[src/sha1_pkg.sv]
// Shared types, constants and round functions for the SHA-1 engine.
// No dependencies.
`default_nettype none
package sha1_pkg;
	localparam logic [31:0] H0 = 32'h67452301;
	localparam logic [31:0] H1 = 32'hEFCDAB89;
	localparam logic [31:0] H2 = 32'h98BADCFE;
	localparam logic [31:0] H3 = 32'h10325476;
	localparam logic [31:0] H4 = 32'hC3D2E1F0;
	localparam logic [31:0] K0 = 32'h5A827999;
	localparam logic [31:0] K1 = 32'h6ED9EBA1;
	localparam logic [31:0] K2 = 32'h8F1BBCDC;
	localparam logic [31:0] K3 = 32'hCA62C1D6;
	localparam logic [7:0] PAD_BYTE = 8'h80;
	localparam int QDEPTH = 2;

	// Word handed from front to back: up to four bytes, last flag.
	typedef struct packed {
		logic [31:0] data;
		logic [2:0]  cnt;
		logic        last;
	} item_t;

	function automatic logic [31:0] rotl(input logic [31:0] x, input logic [4:0] n);
		logic [63:0] d;
		d = {x, x} << n;
		return d[63:32];
	endfunction

	function automatic logic [31:0] round_f(input logic [6:0] r, input logic [31:0] b,
		input logic [31:0] c, input logic [31:0] d);
		logic [31:0] f;
		if (r < 7'd20) f = (b & c) ^ (~b & d);
		else if (r < 7'd40) f = b ^ c ^ d;
		else if (r < 7'd60) f = (b & c) ^ (b & d) ^ (c & d);
		else f = b ^ c ^ d;
		return f;
	endfunction

	function automatic logic [31:0] round_k(input logic [6:0] r);
		logic [31:0] k;
		if (r < 7'd20) k = K0;
		else if (r < 7'd40) k = K1;
		else if (r < 7'd60) k = K2;
		else k = K3;
		return k;
	endfunction
endpackage
`default_nettype wire

[src/sha1_hash_engine.sv]
// SHA-1 engine top level: front queue and back compression unit.
// Depends on sha1_pkg, sha1_front, sha1_back.
//  channel | signals                                   | role
//  in      | in_valid/in_ready, data_word, byte_count, last_word | message words
//  out     | out_valid/out_ready, digest_word, word_index, last_digest_word | digest
// A word leaves the queue in the idle state and is then packed byte by byte; a full block
// adds a load step and 80 rounds. Sustained throughput is set by the byte packer and the
// one-round unit; the back end takes no new word until it is idle again.
// A last word adds padding bytes, one or two blocks and five output words.
// Reset restores initial chaining values; no clearing pass.
// The two-entry queue keeps taking words while the back end compresses or stalls, until full.
`default_nettype none
module sha1_hash_engine (
	input  wire logic        clk,
	input  wire logic        arst_n,
	input  wire logic        in_valid,
	output logic             in_ready,
	input  wire logic [31:0] data_word,
	input  wire logic [2:0]  byte_count,
	input  wire logic        last_word,
	output logic             out_valid,
	input  wire logic        out_ready,
	output logic [31:0]      digest_word,
	output logic [2:0]       word_index,
	output logic             last_digest_word
);
	logic q_valid, q_pop;
	sha1_pkg::item_t q_item;

	// accept and queue words
	sha1_front u_front (.clk, .arst_n, .in_valid, .in_ready, .data_word, .byte_count,
		.last_word, .q_valid, .q_pop, .q_item);

	// pack, pad, compress and emit
	sha1_back u_back (.clk, .arst_n, .q_valid, .q_pop, .q_item, .out_valid, .out_ready,
		.digest_word, .word_index, .last_digest_word);
endmodule
`default_nettype wire

[src/sha1_front.sv]
// Front end: accepts input words, clamps byte count, queues them.
// Depends on sha1_pkg.
`default_nettype none
module sha1_front (
	input  wire logic           clk,
	input  wire logic           arst_n,
	input  wire logic           in_valid,
	output logic                in_ready,
	input  wire logic [31:0]    data_word,
	input  wire logic [2:0]     byte_count,
	input  wire logic           last_word,
	output logic                q_valid,
	input  wire logic           q_pop,
	output sha1_pkg::item_t     q_item
);
	sha1_pkg::item_t mem_q [sha1_pkg::QDEPTH];
	logic wp_q, rp_q;
	logic [1:0] cnt_q;
	logic push;

	assign in_ready = cnt_q != 2'(sha1_pkg::QDEPTH);
	assign push = in_valid && in_ready;
	assign q_valid = cnt_q != 2'd0;
	assign q_item = mem_q[rp_q];

	always_ff @(posedge clk) begin
		if (push) begin
			mem_q[wp_q].data <= data_word;
			// clamp oversized counts
			mem_q[wp_q].cnt <= (byte_count > 3'd4) ? 3'd4 : byte_count;
			mem_q[wp_q].last <= last_word;
		end
	end

	always_ff @(posedge clk or negedge arst_n) begin
		if (!arst_n) begin
			wp_q <= 1'b0;
			rp_q <= 1'b0;
			cnt_q <= 2'd0;
		end else begin
			if (push) wp_q <= ~wp_q;
			if (q_pop) rp_q <= ~rp_q;
			cnt_q <= cnt_q + 2'(push) - 2'(q_pop);
		end
	end
endmodule
`default_nettype wire

[src/sha1_back.sv]
// Back end: byte packing, padding, 80-round compression, digest output.
// Depends on sha1_pkg.
`default_nettype none
module sha1_back (
	input  wire logic         clk,
	input  wire logic         arst_n,
	input  wire logic         q_valid,
	output logic              q_pop,
	input  wire sha1_pkg::item_t q_item,
	output logic              out_valid,
	input  wire logic         out_ready,
	output logic [31:0]       digest_word,
	output logic [2:0]        word_index,
	output logic              last_digest_word
);
	typedef enum logic [5:0] {
		S_IDLE = 6'b000001,
		S_BYTE = 6'b000010,
		S_PAD  = 6'b000100,
		S_INIT = 6'b001000,
		S_RND  = 6'b010000,
		S_OUT  = 6'b100000
	} state_t;

	state_t st_q;
	logic [31:0] h_q [5];
	logic [31:0] w_q [16];
	logic [31:0] a_q, b_q, c_q, d_q, e_q;
	logic [5:0]  fill_q;
	logic [60:0] mbytes_q;
	logic [6:0]  rnd_q;
	logic [31:0] data_q;
	logic [2:0]  left_q;
	logic        lenblk_q;
	logic        last_q, pad_q;
	logic [63:0] bits_q;
	logic [2:0]  oidx_q;

	logic [7:0]  cur_byte;
	logic [3:0]  widx, rix;
	logic [4:0]  sh;
	logic [31:0] wsch, wcur, tsum;

	assign q_pop = (st_q == S_IDLE) && q_valid;
	assign widx = fill_q[5:2];
	assign sh = {~fill_q[1:0], 3'b000};
	assign rix = rnd_q[3:0];
	assign wsch = sha1_pkg::rotl(w_q[rix + 4'd13] ^ w_q[rix + 4'd8] ^
		w_q[rix + 4'd2] ^ w_q[rix], 5'd1);
	assign wcur = (rnd_q < 7'd16) ? w_q[rix] : wsch;
	assign tsum = sha1_pkg::rotl(a_q, 5'd5) + sha1_pkg::round_f(rnd_q, b_q, c_q, d_q)
		+ e_q + sha1_pkg::round_k(rnd_q) + wcur;

	// byte to place this cycle: data, pad marker, zero or length
	always_comb begin
		cur_byte = data_q[31:24];
		if (st_q == S_PAD) begin
			if (!pad_q) cur_byte = sha1_pkg::PAD_BYTE;
			else if (lenblk_q && fill_q >= 6'd56) cur_byte = bits_q[63:56];
			else cur_byte = 8'h00;
		end
	end

	assign out_valid = st_q == S_OUT;
	assign digest_word = h_q[oidx_q];
	assign word_index = oidx_q;
	assign last_digest_word = oidx_q == 3'd4;

	always_ff @(posedge clk) begin
		if (st_q == S_BYTE || st_q == S_PAD)
			w_q[widx] <= (w_q[widx] & ~(32'hFF << sh)) | (32'(cur_byte) << sh);
		if (st_q == S_RND && rnd_q >= 7'd16) w_q[rix] <= wsch;
	end

	always_ff @(posedge clk or negedge arst_n) begin
		if (!arst_n) begin
			st_q <= S_IDLE;
			h_q <= '{sha1_pkg::H0, sha1_pkg::H1, sha1_pkg::H2, sha1_pkg::H3, sha1_pkg::H4};
			fill_q <= '0; mbytes_q <= '0; rnd_q <= '0; oidx_q <= '0;
			data_q <= '0; left_q <= '0; lenblk_q <= 1'b0; last_q <= 1'b0; pad_q <= 1'b0;
			bits_q <= '0;
			{a_q, b_q, c_q, d_q, e_q} <= '0;
		end else begin
			case (st_q)
				S_IDLE: begin
					if (q_valid) begin
						data_q <= q_item.data;
						left_q <= q_item.cnt;
						last_q <= q_item.last;
						mbytes_q <= mbytes_q + 61'(q_item.cnt);
						st_q <= (q_item.cnt != 3'd0) ? S_BYTE
							: (q_item.last ? S_PAD : S_IDLE);
						pad_q <= 1'b0;
						bits_q <= {mbytes_q + 61'(q_item.cnt), 3'b000};
					end
				end
				S_BYTE: begin
					data_q <= data_q << 8;
					left_q <= left_q - 3'd1;
					fill_q <= fill_q + 6'd1;
					if (fill_q == 6'd63) st_q <= S_INIT;
					else if (left_q == 3'd1) st_q <= last_q ? S_PAD : S_IDLE;
				end
				S_PAD: begin
					pad_q <= 1'b1;
					// the length goes in this block only if the marker leaves room
					if (!pad_q) lenblk_q <= fill_q < 6'd56;
					if (pad_q && lenblk_q && fill_q >= 6'd56) bits_q <= bits_q << 8;
					fill_q <= fill_q + 6'd1;
					if (fill_q == 6'd63) st_q <= S_INIT;
				end
				S_INIT: begin
					{a_q, b_q, c_q, d_q, e_q} <= {h_q[0], h_q[1], h_q[2], h_q[3], h_q[4]};
					rnd_q <= '0;
					st_q <= S_RND;
				end
				S_RND: begin
					a_q <= tsum; b_q <= a_q; c_q <= sha1_pkg::rotl(b_q, 5'd30);
					d_q <= c_q; e_q <= d_q;
					rnd_q <= rnd_q + 7'd1;
					if (rnd_q == 7'd79) begin
						h_q[0] <= h_q[0] + tsum; h_q[1] <= h_q[1] + a_q;
						h_q[2] <= h_q[2] + sha1_pkg::rotl(b_q, 5'd30);
						h_q[3] <= h_q[3] + c_q; h_q[4] <= h_q[4] + d_q;
						// resume: digest, next padding block, more data bytes or idle
						if (pad_q) begin
							if (lenblk_q) begin
								st_q <= S_OUT;
								oidx_q <= '0;
							end else begin
								lenblk_q <= 1'b1;
								st_q <= S_PAD;
							end
						end else if (left_q != 3'd0) st_q <= S_BYTE;
						else if (last_q) st_q <= S_PAD;
						else st_q <= S_IDLE;
					end
				end
				S_OUT: begin
					if (out_ready) begin
						oidx_q <= oidx_q + 3'd1;
						if (oidx_q == 3'd4) begin
							st_q <= S_IDLE;
							oidx_q <= '0;
							h_q <= '{sha1_pkg::H0, sha1_pkg::H1, sha1_pkg::H2,
								sha1_pkg::H3, sha1_pkg::H4};
							mbytes_q <= '0;
						end
					end
				end
				default: st_q <= S_IDLE;
			endcase
		end
	end
endmodule
`default_nettype wire

[config.mk]
export PLATFORM = sky130hd
export DESIGN_NAME = sha1_hash_engine
export DESIGN_NICKNAME = d
export VERILOG_FILES = /design/src/sha1_pkg.sv /design/src/sha1_hash_engine.sv /design/src/sha1_front.sv /design/src/sha1_back.sv
export SDC_FILE = /design/constraint.sdc
export NUM_CORES = 2
export LEC_CHECK = 0
export ABC_AREA = 1
export ABC_CLOCK_PERIOD_IN_PS = 9700
export BUFFER_PORTS_ARGS = -buffer_cell sky130_fd_sc_hd__clkbuf_2
export CORE_MARGIN = 5
export CORE_UTILIZATION = 55
export DETAILED_ROUTE_END_ITERATION = 7
export PLACE_DENSITY_LB_ADDON = 0.15
export SYNTH_ARGS = -nofsm -noshare
export SYNTH_HDL_FRONTEND = slang
export SYNTH_SLANG_ARGS = --single-unit
[constraint.sdc]
create_clock -name clk -period 9.7 [get_ports clk]
set_clock_uncertainty 0.05 [all_clocks]
set_input_delay 1.94 -clock clk [delete_from_list [all_inputs] [get_ports clk]]
set_output_delay 1.94 -clock clk [all_outputs]
set_load 0.005 [all_outputs]
* Yosys cells after proc, flatten, opt, wreduce, memory -nomap -nowiden
Memories as Yosys holds them, arrays and structs flattened.
Index checks and enable logic that the tools add are counted.
** Storage, ports and cells
- Bits in writable memories :: 584
- Register bits :: 509
- Output and inout bits :: 38
- Memories kept :: 2
** Memory list
- u_back.w_q :: depth 16, bits a word 32, rd ports 5, clocked after Yosys merged registers in 0, wr ports 1, RTL line sha1_back.sv:27 : logic [31:0] w_q [16];
- u_front.mem_q :: depth 2, bits a word 36, rd ports 1, clocked after Yosys merged registers in 0, wr ports 1, RTL line sha1_front.sv:16 : sha1_pkg::item_t mem_q [sha1_pkg::QDEPTH];
** Cells by class
- Muxes and demuxes :: 70
- Equal/unequal tests :: 21
- Bitwise operators :: 20
- Shift-type cells :: 2
- $add $sub $neg :: 19
- Order comparisons :: 9
- Reduce and logical (&&, ||, !) cells :: 27
** Operators with widths (number)
- 160-bit two-way mux :: 3
- 32-bit one-hot mux with 2 select lines :: 6
- 32-bit two-way mux :: 10
- 160-bit one-hot mux with 2 select lines :: 1
- 32-bit adder :: 9
- 32-bit bitwise XOR :: 8
- 61-bit two-way mux :: 3
- 32-bit AND :: 5
- 64-bit two-way mux :: 2
- 64-bit one-hot mux with 2 select lines :: 1
- 61-bit one-hot mux with 2 select lines :: 1
- 32-bit binary-select mux with 3-bit select :: 1
- 6-bit two-way mux :: 11
- 32-bit NOT :: 2
- 61-bit by 3-bit adder with 61-bit output :: 1
- 6-bit one-hot mux with 6 select lines :: 1
- 32-bit OR :: 1
- 32-bit OR reduction :: 1
- 8-bit by 5-bit << shifter with 32-bit output :: 1
- 8-bit by 5-bit << shifter with 32-bit output, first input constant :: 1
- 31-bit two-way mux :: 1
- 3-bit two-way mux :: 9
- 8-bit two-way mux :: 3
- 7-bit by 5-bit less-than comparator with 1-bit output, second input constant :: 2
- 44 further kinds :: 84

* Longest topological paths before layout
- Depth in word-level cells :: 13
- Mapped depth :: 49
- Gate-level depth less buffers :: 45

* Hierarchy
From an unflattened synthesis, not the netlist that was laid out.
** Second synthesis, totals
- Cell total of the unflattened synthesis :: 9050
- Area, all modules :: 72647.2 sq um
** Modules (own cells, without submodules)
- sha1_back :: area an instance 69666.8 sq um, sequential area each 28038.1 sq um, cells each 8905, times used 1
- sha1_front :: area an instance 2980.4 sq um, sequential area each 2262.2 sq um, cells each 145, times used 1

* Worst setup path before layout
Ideal clock, no wire load.
- Path type :: register -> register
- Start :: register u_back.rnd_q[1]
- End :: register u_back.h_q[150] (netlist bit)
- Required time :: 9572 ps
- Setup slack :: 1707 ps
- Stages on the path, launching flop included :: 47
- Arrival :: 7865 ps
- Cell sequence :: dfrtp_1 > buf_4 > inv_1 > buf_2 > buf_2 > buf_1 > ha_1 > inv_1 > buf_2 > clkbuf_1 > a21oi_1 > o21ai_0 > nand3_1 > nand3_1 > nand2_1 > xnor2_1 > or2_1 > nand3_1 > [11 not listed] > nand2_1 > a21boi_0 > o21ai_0 > a21oi_1 > o21ai_0 > xor2_1 > ha_1 > nand2_1 > nor2_1 > nand4_1 > o21ai_0 > inv_1 > o21ai_0 > inv_1 > o21ai_0 > xor2_1 > o21ai_0 > inv_1
** On the way
- Cells in the longest elaborated chain, start to end :: 11
- Elaborated cells on any way between the ends :: 28
- Classes of those cells :: add/sub: 8; order compare: 4; eq/ne: 2; mux: 9; bitwise: 3; reduce/logical: 1; memory: 1
** Ends and longest elaborated chain
- start: declaration :: RTL line sha1_back.sv:31 : logic [6:0] rnd_q;
- start signal: assignment :: RTL line sha1_back.sv:120 : rnd_q <= rnd_q + 7'd1;
- 7-bit by 6-bit less-than comparator with 1-bit output :: RTL line sha1_pkg.sv:35, sha1_pkg.sv:44
- 32-bit two-way mux :: RTL line sha1_pkg.sv:35 : else if (r < 7'd60) f = (b & c) ^ (b & d) ^ (c & d);
- 32-bit two-way mux :: RTL line sha1_pkg.sv:34 : else if (r < 7'd40) f = b ^ c ^ d;
- 32-bit two-way mux :: RTL line sha1_pkg.sv:33 : if (r < 7'd20) f = (b & c) ^ (~b & d);
- 32-bit adder :: RTL line sha1_back.sv:51 : assign tsum = sha1_pkg::rotl(a_q, 5'd5) + sha1_pkg::round_f(rnd_q, b_q, c_q, d_q)
- 32-bit adder (3 in a row) :: RTL line sha1_back.sv:52 : + e_q + sha1_pkg::round_k(rnd_q) + wcur;
- 32-bit adder :: RTL line sha1_back.sv:122 : h_q[0] <= h_q[0] + tsum; h_q[1] <= h_q[1] + a_q;
- 160-bit two-way mux :: RTL line sha1_back.sv:121 : if (rnd_q == 7'd79) begin
- 160-bit one-hot mux with 2 select lines :: RTL line sha1_back.sv:84 : case (st_q)
- end signal: assignment :: RTL line sha1_back.sv:78 : h_q <= '{sha1_pkg::H0, sha1_pkg::H1, sha1_pkg::H2, sha1_pkg::H3, sha1_pkg::H4};
- end signal: assignment :: RTL line sha1_back.sv:145 : h_q <= '{sha1_pkg::H0, sha1_pkg::H1, sha1_pkg::H2,
- end: declaration :: RTL line sha1_back.sv:26 : logic [31:0] h_q [5];
Parallel ways exist; a longest one is shown, timed or not. The select of a mux whose other input is x is not followed.
A chain may end at the register's enable or synchronous reset.

* Worst setup path in the final report
- Start :: register u_back.rnd_q[0]
- End :: register u_back.h_q[150] (netlist bit)
Same word-level chain as after synthesis.

==> impl_metrics.py <==
metrics = {
    "synth": {
        "ys.flop_type": "edfxtp_1",
        "yosys_warnings": 0,
        "syn_area_per_cell_um2": 7.91,
        "ys_async_sr_fraction_pct": 46.4,
        "syn-num-nets": 9663,
        "synthCells": 9286,
        "synth_edf_count": 584,
        "synth-seq-cells": 1090,
        "synth-seq-area-share_pct": 41.3,
        "synth_area_mm2": 0.0734,
        "ys_types": 66,
    },
    "clock_network": {
        "htreeDepth": 3,
        "cts_tree": "done",
        "cts_buffer_depth": 3,
        "cts_root_buf": "clkbuf_16",
        "hold_buffers": 0,
        "cts_made_buffers": 119,
        "clk_pin_slew_worst_paths_ns": 0.06,
        "clkSinkCount": 1090,
        "clock_latency_ns": 0.80,
        "cts-resized-gates": 0,
        "cts_setup_buffers": 0,
    },
    "global_route": {
        "grt_pass1_wl_mm": 417,
        "overflow": 0,
        "antenna_found_initial": 4,
        "grt_pass1_vias": 65400,
        "grt_max_degree": 214,
        "grt.total_usage_pct": 38.9,
    },
    "final_layout": {
        "drive_above_1_share_pct": 6.82,
        "post-route-util_pct": 59.7,
        "fin_nets": 9483,
        "num-fill-cells": 12000,
        "syn_to_final_growth_pct": 8.30,
    },
    "sta": {
        "clock.fmax_ghz": 0.111,
        "holdWs_ns": 0.429,
        "hold_viol_final": 0,
        "post-route-min-period_ns": 9.03,
        "fin_crit_sh_pct": 93.1,
        "drv_slew": 0,
        "worst_slew_pin_slew_ns": 1.42,
        "relSlewSlack_pct": 5.08,
        "setup_viol": 0,
        "tns_ns": 0,
        "setup_ws_ns": 0.669,
        "rsz0062_at_grt": "no",
    },
    "floorplan": {
        "die_w_um": 375,
        "start_util_pct": 55.2,
        "dieHeight_um": 375,
        "fp-row-count": 134,
        "coreArea_mm2": 0.133,
        "pin_count": 78,
        "die_area_mm2": 0.141,
    },
    "route": {
        "via_count": 70300,
        "drtIter0Drc": 10000,
        "routed_wl_mm": 282,
        "wire_per_inst_um": 25.7,
        "via_per_inst": 6.40,
        "drc": 0,
        "drt_first_pass_iters": 7,
        "ant_nets": 0,
    },
    "worst_setup_path": {
        "crit_type": "flop to flop",
        "crit_slowest_cell": "dfrtp_4",
        "path_max_fanout": 38,
        "critPathLaunchType": "flop",
        "setup.worst_path.end_class": "flop",
        "critPathRequiredTime_ns": 10.34,
        "cpMostUsedCell": "o21ai_0",
        "crit_path_max_incr_delay_ns": 0.69,
        "worstPathArrival_ns": 9.67,
    },
    "min_path": {
        "hold_class": "flop to flop",
    },
    "place": {
        "io_buffers": 77,
        "gp_congestion": 0.992,
        "place_ws_ns": 0.854,
        "hpwl_mm": 190,
    },
    "power_and_ir_drop": {
        "powerDensity_mw_per_mm2": 346,
        "leakage_nw": 33.6,
        "finalPower_mw": 27.5,
        "vdd_drop_max_mv": 0.355,
    },
    "job": {
        "maxCapViolations": 0,
    },
    "run_status": {
        "status": "finished clean",
    },
}
cells by family after synthesis:
kind of cell    after synthesis  share of synthesized area, %
compound gates             2938                          22.8
xor+xnor                    238                          2.84
fa+ha+maj                   337                          7.02
buf+inv                    1600                          8.54
flops                      1090                          41.3
mux                          15                         0.204
simple gates               3068                          17.4
stage by stage:
stage          area, um^2  instances
5_1_grt             79500      11000
3_3_place_gp        75500      10800
4_1_cts             79500      11000
2_1_floorplan       73400       9286
6_report            79500      11000
3_5_place_dp        75500      10800
sequential cells by signal, summed over array words and instances, names as in the netlist, 2 cells and up:
register / count
u_back.rnd_q: 7
u_back.e_q: 32
u_back.c_q: 32
u_back.d_q: 32
u_back.left_q: 3
u_back.word_index: 3
u_back.w_q: 512
u_front.mem_q: 72
u_back.st_q: 6
u_back.data_q: 32
u_front.cnt_q: 2
u_back.a_q: 32
u_back.bits_q: 61
u_back.b_q: 32
u_back.mbytes_q: 61
u_back.h_q: 160
u_back.fill_q: 6
report_power, final:
part	internal, mW	total (mW)	switching, mW
Clock	2.69	4.75	2.06
Sequential	6.43	7.20	0.765
Combinational	4.80	15.5	10.7
Total	13.9	27.5	13.6
layout by cell type (no fill, tap or decap), types with 41 or more instances in the layout:
cell type / count
a21oi_1: 773
a31oi_1: 63
buf_4: 166
clkbuf_16: 119
clkbuf_2: 76
dfrtp_1: 417
dfstp_2: 81
edfxtp_1: 584
fa_1: 125
ha_1: 210
inv_1: 1008
nand2_1: 1785
nand3_1: 562
nand4_1: 42
nor2_1: 461
nor3_1: 107
o211ai_1: 268
o21ai_0: 1305
o21ai_1: 41
o221ai_1: 134
o22ai_1: 165
xnor2_1: 86
xor2_1: 150
worst max-delay path, delay by kind of cell (launching register included):
family | cells | cell delay (ns)
compound gates | 10 | 2.56
xor+xnor | 3 | 0.38
fa+ha+maj | 6 | 2.54
buf+inv | 10 | 1.48
flops | 1 | 0.69
simple gates | 10 | 1.17
metal layers:
metal	global-route usage [%]	routed length [um]	vias up
met2	57.9	120000	4391
li1	-	-	31700
met4	15.2	13500	8
met1	54.2	112000	33400
met5	0	128	-
met3	10.6	36400	774
cells in the mapped netlist (all sizes together), types with 33 or more instances:
library cell / number / area, um^2
nand2: 1790 / 6730
o21ai: 1347 / 6750
inv: 1039 / 3900
a21oi: 775 / 3890
edfxtp: 584 / 17500
nand3: 563 / 2820
nor2: 491 / 1870
dfrtp: 425 / 10600
clkbuf: 317 / 1190
o211ai: 268 / 2010
buf: 240 / 1160
ha: 212 / 2650
o22ai: 165 / 1030
xor2: 152 / 1330
o221ai: 134 / 1170
fa: 125 / 2500
nor3: 108 / 552
xnor2: 86 / 753
dfstp: 81 / 2130
a31oi: 63 / 394
nand4: 42 / 263
nor4: 33 / 258
path summary, 6_finish.rpt:
| kind | start | slack (ns) | cells after the start | endpoint |
|---|---|---|---|---|
| max | u_back.rnd_q[0] | 0.67 | 39 | u_back.h_q[150] |
| min reg2reg | u_back.bits_q[7] | 0.43 | 2 | u_back.bits_q[7] |
| max reg2reg | u_back.rnd_q[0] | 0.67 | 39 | u_back.h_q[150] |
| max in group asynchronous | arst_n | 6.37 | 3 | u_back.fill_q[2] |
| min in group asynchronous | arst_n | 1.14 | 1 | u_back.h_q[1] |
| min | u_back.bits_q[7] | 0.43 | 2 | u_back.bits_q[7] |
final cells by class:
class	instances	area, um^2	share of cell area [%]
antenna	5	12.5	0.0157
clock buffer	164	3310	4.16
clock inverter	59	721	0.906
inverter	1043	3950	4.96
multi-input combinational	6596	37100	46.7
sequential	1090	30300	38.1
tap	1768	2210	2.78
timing repair buffer	256	1890	2.38
(Power assumes the default switching activity.)
